[config.mk]
export PLATFORM = sky130hd
export DESIGN_NAME = mcodo_rem
export DESIGN_NICKNAME = d
export VERILOG_FILES = /design/src/rtl/mcodo_pkg.sv /design/src/rtl/mcodo_rem.sv
export SDC_FILE = /design/constraint.sdc
export NUM_CORES = 1
export LEC_CHECK = 0
export BUFFER_PORTS_ARGS = -buffer_cell sky130_fd_sc_hd__buf_2
export CAP_MARGIN = 20
export CORE_AREA = 2 2 93 95
export CTS_CLUSTER_DIAMETER = 100
export DETAILED_ROUTE_END_ITERATION = 16
export DIE_AREA = 0 0 95 97
export GPL_TIMING_DRIVEN = 0
export PLACE_DENSITY = 0.8
export SETUP_SLACK_MARGIN = 0.5
export SLEW_MARGIN = 20
export SYNTH_ARGS = -nofsm -noshare
export SYNTH_HDL_FRONTEND = slang
export SYNTH_SLANG_ARGS = --single-unit
[constraint.sdc]
create_clock -name clk -period 2.2 [get_ports clk]
set_clock_uncertainty 0.05 [all_clocks]
set_input_delay 0.44 -clock clk [delete_from_list [all_inputs] [get_ports clk]]
set_output_delay 0.44 -clock clk [all_outputs]
set_load 0.03 [all_outputs]
[src/rtl/mcodo_pkg.sv]
// Shared types and constants for the modular combination odometer.
// Used by the core, the remainder unit and the port checker.
package mcodo_pkg;

    // operation codes
    localparam logic [2:0] OP_LOAD        = 3'd0;
    localparam logic [2:0] OP_CLEAR       = 3'd1;
    localparam logic [2:0] OP_SET         = 3'd2;
    localparam logic [2:0] OP_INC         = 3'd3;
    localparam logic [2:0] OP_READ_ELEM   = 3'd4;
    localparam logic [2:0] OP_READ_COORD  = 3'd5;

    // configuration register indexes
    localparam logic [1:0] CFG_MODULUS    = 2'd0;
    localparam logic [1:0] CFG_RANK       = 2'd1;
    localparam logic [1:0] CFG_LENGTH     = 2'd2;

    // remainder unit: one quotient bit per cycle over a 33-bit dividend
    localparam int unsigned DIV_BITS = 33;
    localparam logic [5:0]  DIV_STEPS = 6'd33;

    typedef struct packed {
        logic [2:0]         operation;
        logic [4:0]         matrix_index;
        logic [9:0]         element_index;
        logic signed [31:0] value;
    } cmd_t;

    typedef struct packed {
        logic [15:0] read_value;
        logic        advanced;
        logic        overflow;
    } res_t;

    typedef struct packed {
        logic                start;
        logic [DIV_BITS-1:0] dividend;
        logic [15:0]         divisor;
    } div_req_t;

    typedef struct packed {
        logic        done;
        logic [15:0] remainder;
    } div_rsp_t;

    typedef enum logic [3:0] {
        ST_IDLE,
        ST_LOAD_DIV,
        ST_SET_DIV,
        ST_CLEAR,
        ST_RD_ISSUE,
        ST_RD_WAIT,
        ST_INC_CHECK,
        ST_W_RSRC,
        ST_W_RACC,
        ST_W_CALC,
        ST_W_MUL,
        ST_W_DIV,
        ST_W_END,
        ST_RESP
    } state_t;

endpackage

[src/rtl/mcodo_rem.sv]
// Iterative remainder unit: 33-bit dividend mod 16-bit divisor, one bit per cycle.
// Depends on mcodo_pkg.
module mcodo_rem (
    input  logic                clk,
    input  logic                rst_n,
    input  mcodo_pkg::div_req_t req,
    output mcodo_pkg::div_rsp_t rsp
);

    logic [15:0]                       rem_reg, rem_next;
    logic [mcodo_pkg::DIV_BITS-1:0]    dvd_reg, dvd_next;
    logic [15:0]                       dsr_reg, dsr_next;
    logic [5:0]                        cnt_reg, cnt_next;
    logic                              run_reg, run_next;
    logic                              done_reg, done_next;
    logic [16:0]                       trial;

    // one restoring step
    always_comb
    begin
        trial     = {rem_reg, dvd_reg[mcodo_pkg::DIV_BITS-1]};
        rem_next  = rem_reg;
        dvd_next  = dvd_reg;
        dsr_next  = dsr_reg;
        cnt_next  = cnt_reg;
        run_next  = run_reg;
        done_next = 1'b0;
        if (req.start)
        begin
            rem_next = '0;
            dvd_next = req.dividend;
            dsr_next = req.divisor;
            cnt_next = mcodo_pkg::DIV_STEPS;
            run_next = 1'b1;
        end
        else if (run_reg)
        begin
            if (trial >= {1'b0, dsr_reg})
            begin
                rem_next = 16'(trial - {1'b0, dsr_reg});
            end
            else
            begin
                rem_next = trial[15:0];
            end
            dvd_next = {dvd_reg[mcodo_pkg::DIV_BITS-2:0], 1'b0};
            cnt_next = cnt_reg - 6'd1;
            if (cnt_reg == 6'd1)
            begin
                run_next  = 1'b0;
                done_next = 1'b1;
            end
        end
    end

    // control state
    always_ff @(posedge clk or negedge rst_n)
    begin
        if (!rst_n)
        begin
            run_reg  <= 1'b0;
            done_reg <= 1'b0;
            cnt_reg  <= '0;
        end
        else
        begin
            run_reg  <= run_next;
            done_reg <= done_next;
            cnt_reg  <= cnt_next;
        end
    end

    // datapath
    always_ff @(posedge clk)
    begin
        rem_reg <= rem_next;
        dvd_reg <= dvd_next;
        dsr_reg <= dsr_next;
    end

    assign rsp.done      = done_reg;
    assign rsp.remainder = rem_reg;

endmodule

==> reports/results.txt <==
In this run the mean area of a mapped cell was 11.6 sq um. The switching part of the total power came out at 0.344. The total count of hold-check failures in the final report came out at 0. Once layout is done, the placed cells without fillers occupy 0.00496 sq mm.

First-pass GRT wire length: 14000 microns. The transition time of the tightest slew-check pin is 588 ps. The final route contains 3022 vias. The half-perimeter wire length of the detailed placement result was 5980 microns; the final setup violation count was 16.

Endpoint class of the critical path: a register. The number of port buffers came out at 68. The most used flip-flop cell after synthesis is sky130_fd_sc_hd__edfxtp_1. The delay of the slowest cell on the worst path was 400 ps; the number of enable flip-flop cells after synthesis was 49.

The Yosys step of the flow raised 0 warnings. After detailed routing, the number of remaining DRC violations is 0. The synthesis-stage register bit count was 73; the number of buffers created by CTS was 9. After the first detailed-routing iteration, the DRC count stood at 170. The max-slew headroom at the worst pin is 0.603. The routed wire length is 8620 microns.

After global routing the overflow that remains totals 0. The power share of the sequential group was 0.434. The logs give 0.250 for the clock power share and 360 ps for the insertion delay of the later-clocked pin in the worst-skew pair.

For the global-route usage over all layers, the log shows 0.193. Launch point of the worst hold path: req[7]. The slowest stage of the critical path is the sky130_fd_sc_hd__or3_1 cell. The logs give 0.484 for the starting density of the core and 54 for the number of distinct library cells after synthesis.

The logs give 0 for the number of max-slew violations in the final report and 0.00813 sq mm for the core outline area. In this run the number of H-tree levels came out at 3. The endpoint with the worst hold slack was dsr_reg[7].

The final reports fail on negative setup slack. The worst path arrival time came out at 2750 ps. The startpoint-to-endpoint class of the critical path was reg2reg.

The setup check on the worst reg-to-reg path leaves a slack of -330 ps. The signal on the critical path passes through ha_2 -> a21o_1 -> a221oi_4 -> buf_4 -> a31oi_2 -> o31ai_4 -> buf_4 -> or3_1 -> a311oi_2. The tools report the site row count as 33.

The tools report the clock sink total as 73. The via-per-instance ratio works out to 5.57. By area the synthesized netlist is led by sky130_fd_sc_hd__edfxtp_1 37%, sky130_fd_sc_hd__mux2_2 9.1%, sky130_fd_sc_hd__dfxtp_1 8.1%. For this design the static power due to leakage is 2.13 nW.

The class of the most critical hold timing path was in2reg. For this run, the number of standard cells in the final layout without fillers is 543. The worst register-to-register path has a depth of 9. The first-pass detailed-route iteration total was 5.

STA classifies the critical path startpoint as a register. Entering global routing, the biggest net connects 34 pins. Top cell type by total area after synthesis: sky130_fd_sc_hd__edfxtp_1. Summed over all failing endpoints, the final setup total negative slack is -4230 ps. The count of nets left with antenna violations once routing finished came out at 0.

The startpoint identified for the worst register-to-register timing path is rem_reg[9]. The run finished, with violations left. The final period utilization was 1.15.

The fraction of synthesized cell area taken by the top area cell type was 0.373; the minimum setup slack after placement was -396 ps. After the last flow step, the layout net total stands at 504. For this design the top-level I/O count stands at 69.

At the end of routability-driven placement, the weighted congestion stood at 0.895. Final worst setup slack: -328 ps. The run gives 0 as the number of antenna violations at the first check in global routing. The post-synthesis async set-or-reset flop share is 0.110. In this design, the critical path's most frequently occurring cell is sky130_fd_sc_hd__buf_4. The post-CTS clock slew at the launch and capture registers of the worst setup and hold paths is 90 ps, and the number of placed instances, taps included is 514. The sequential cell area fraction in the yosys report is 0.506, and the post-synthesis cell area is 0.00394 sq mm. Internal power comes to 2.89 mW. The longest clock path from root to sink contains 2 buffers. The area growth from synthesis to layout came out at 25.9%.

The tools report the cell at the root of the clock tree as sky130_fd_sc_hd__clkbuf_8. Across the VDD grid, the largest voltage drop is 506 uV. The number of global-route vias before repair is 3026. Counting I/O delays and the setup requirement, the final critical path takes 2530 ps. The power density normalized to cell area was 889 mW/mm^2; the average wire per cell in the routed design was 15.9 microns. TritonCTS built the clock tree. STA puts the critical path data required time at 2420 ps.

Setup repair after global routing could not meet its margin everywhere. The die width was 95 microns. The critical-path maximum fanout came out at 6. After detailed placement, the total cell area comes to 0.00448 sq mm.

The worst hold path cell count is 1. The tools report the final hold slack as 203 ps. The worst register-to-register path ends at rem_reg[9]. The logs give 0 for the count of maximum capacitance violations and 0 for the diode insertion count for antenna repair. The die covers 0.00922 sq mm.

The die is 97 microns tall. The post-synthesis net count was 412; the share of cells above drive strength 1 was 0.413. The power share of the combinational group was 0.316; the number of flip-flops in the largest register was 33.

For this design the total switching power over the nets is 1.51 mW. The top achievable clock speed was 396 MHz; the synthesized instance count was 341.
## cell usage after synthesis, types with 2 or more instances
cell type / count
sky130_fd_sc_hd__a211oi_1: 14
sky130_fd_sc_hd__a31oi_1: 4
sky130_fd_sc_hd__nand4b_1: 2
sky130_fd_sc_hd__xor2_1: 4
sky130_fd_sc_hd__xnor2_1: 8
sky130_fd_sc_hd__nor2b_1: 3
sky130_fd_sc_hd__o21ai_1: 7
sky130_fd_sc_hd__and2_1: 4
sky130_fd_sc_hd__a2111oi_0: 3
sky130_fd_sc_hd__o21ai_0: 3
sky130_fd_sc_hd__dfxtp_1: 16
sky130_fd_sc_hd__o211ai_1: 2
sky130_fd_sc_hd__dfrtp_1: 8
sky130_fd_sc_hd__a211o_1: 3
sky130_fd_sc_hd__a21o_1: 5
sky130_fd_sc_hd__nand4_1: 3
sky130_fd_sc_hd__nor2_1: 25
sky130_fd_sc_hd__clkbuf_1: 11
sky130_fd_sc_hd__nand2b_1: 6
sky130_fd_sc_hd__or3_1: 2
sky130_fd_sc_hd__nor3_1: 6
sky130_fd_sc_hd__buf_4: 2
sky130_fd_sc_hd__o311ai_1: 2
sky130_fd_sc_hd__buf_6: 3
sky130_fd_sc_hd__nand2_1: 16
sky130_fd_sc_hd__a311oi_1: 3
sky130_fd_sc_hd__o21bai_1: 2
sky130_fd_sc_hd__and3_1: 2
sky130_fd_sc_hd__nand3_1: 5
sky130_fd_sc_hd__a21oi_1: 10
sky130_fd_sc_hd__ha_1: 18
sky130_fd_sc_hd__inv_1: 25
sky130_fd_sc_hd__mux2_2: 32
sky130_fd_sc_hd__o21a_1: 2
sky130_fd_sc_hd__a32oi_1: 5
sky130_fd_sc_hd__nand3b_1: 2
sky130_fd_sc_hd__mux2i_1: 8
sky130_fd_sc_hd__edfxtp_1: 49
## cell usage in the layout (no fill, tap or decap), types with 3 or more instances in the layout
cell | netlist | routed
sky130_fd_sc_hd__clkbuf_1 | 11 | 4
sky130_fd_sc_hd__nand3_1 | 5 | 4
sky130_fd_sc_hd__buf_4 | 2 | 11
sky130_fd_sc_hd__a21o_1 | 5 | 5
sky130_fd_sc_hd__dfrtp_1 | 8 | 8
sky130_fd_sc_hd__inv_1 | 25 | 22
sky130_fd_sc_hd__buf_6 | 3 | 8
sky130_fd_sc_hd__xnor2_1 | 8 | 8
sky130_fd_sc_hd__nor2_1 | 25 | 24
sky130_fd_sc_hd__clkbuf_8 | 0 | 9
sky130_fd_sc_hd__a211oi_1 | 14 | 12
sky130_fd_sc_hd__o21ai_0 | 3 | 3
sky130_fd_sc_hd__nor3_1 | 6 | 6
sky130_fd_sc_hd__a211o_1 | 3 | 3
sky130_fd_sc_hd__inv_6 | 0 | 3
sky130_fd_sc_hd__nand2_1 | 16 | 14
sky130_fd_sc_hd__and2_1 | 4 | 4
sky130_fd_sc_hd__o21ai_1 | 7 | 6
sky130_fd_sc_hd__buf_2 | 1 | 67
sky130_fd_sc_hd__nand2b_1 | 6 | 5
sky130_fd_sc_hd__mux2i_1 | 8 | 8
sky130_fd_sc_hd__a21oi_1 | 10 | 10
sky130_fd_sc_hd__a32oi_1 | 5 | 4
sky130_fd_sc_hd__xor2_1 | 4 | 4
sky130_fd_sc_hd__mux2_2 | 32 | 32
sky130_fd_sc_hd__nand4_1 | 3 | 3
sky130_fd_sc_hd__clkbuf_2 | 0 | 8
sky130_fd_sc_hd__dfxtp_1 | 16 | 9
sky130_fd_sc_hd__ha_1 | 18 | 14
sky130_fd_sc_hd__edfxtp_1 | 49 | 49
sky130_fd_sc_hd__dfxtp_2 | 0 | 5
## routing by layer
metal,GRT usage,vias to the layer above,share of wire
met5,0,-,0
met4,0.0736,0,0.021
met3,0.0498,17,0.057
met2,0.318,108,0.50
met1,0.243,1437,0.42
li1,-,1460,-
## final cells by class
| class | count | area (sq um) |
|---|---|---|
| repair buffers | 81 | 454 |
| flip-flops and latches | 73 | 2010 |
| fillers | 618 | 3170 |
| inverters | 25 | 98.8 |
| plain buffers | 18 | 119 |
| clock inverters | 6 | 75.1 |
| multi-input cells | 225 | 1950 |
| well taps | 105 | 131 |
| clock buffers | 10 | 128 |
## metrics by stage
| stage | power (mW) | utilization |
|---|---|---|
| floorplan | 2.86 | - |
| global placement | 3.14 | 0.551 |
| detailed placement | 3.18 | 0.551 |
| CTS | 4.31 | 0.593 |
| global route | 4.63 | 0.610 |
| finish | 4.41 | 0.610 |
## power by group through the flow
stage / logic [mW] / registers [mW] / clock network, mW
finish: 1.39 / 1.92 / 1.10
global placement: 1.21 / 1.93 / 0
global route: 1.52 / 1.95 / 1.17
floorplan: 0.874 / 1.99 / 0
detailed placement: 1.24 / 1.94 / 0
CTS: 1.29 / 1.92 / 1.11
## worst max-delay path: cells and delay by family (launching register included)
| family | cells | cell delay, ps |
|---|---|---|
| AOI/OAI and AO/OA | 5 | 930 |
| and+or+nand+nor | 1 | 400 |
| adders and majority gates | 1 | 390 |
| DFF | 1 | 350 |
| buffers and inverters | 2 | 310 |
## cell families after synthesis
family	Yosys count	synth area share
AO/OA/AOI/OAI	74	0.143
XOR/XNOR	12	0.0267
adder cells (fa/ha/maj)	19	0.0622
buffers and inverters	43	0.0489
flip-flops	73	0.506
multiplexers	40	0.112
AND/OR/NAND/NOR	80	0.102
## worst max path at each step
stage	start	slack [ps]	endpoint	cells past startpoint
2_1_floorplan	rem_reg[11]	-160	rem_reg[3]	10
5_1_grt	dsr_reg[10]	-410	rem_reg[9]	10
3_5_place_dp	dsr_reg[12]	-400	rem_reg[13]	11
6_report	rem_reg[9]	-330	rem_reg[9]	9
4_1_cts	dsr_reg[11]	-390	rem_reg[8]	11
3_3_place_gp	req[49]	-520	dvd_reg[7]	4
## repair_timing
action | CTS | global route
endpoints found under the hold margin | 8 | 0
cloned | 1 | 0
pin swaps | 21 | 12
gates resized for setup | 22 | 22
buffers inserted | 8 | 3
hold buffers | 1 | 0
setup endpoints to repair | 85 | 53
Power figures use the tool's default switching activity.
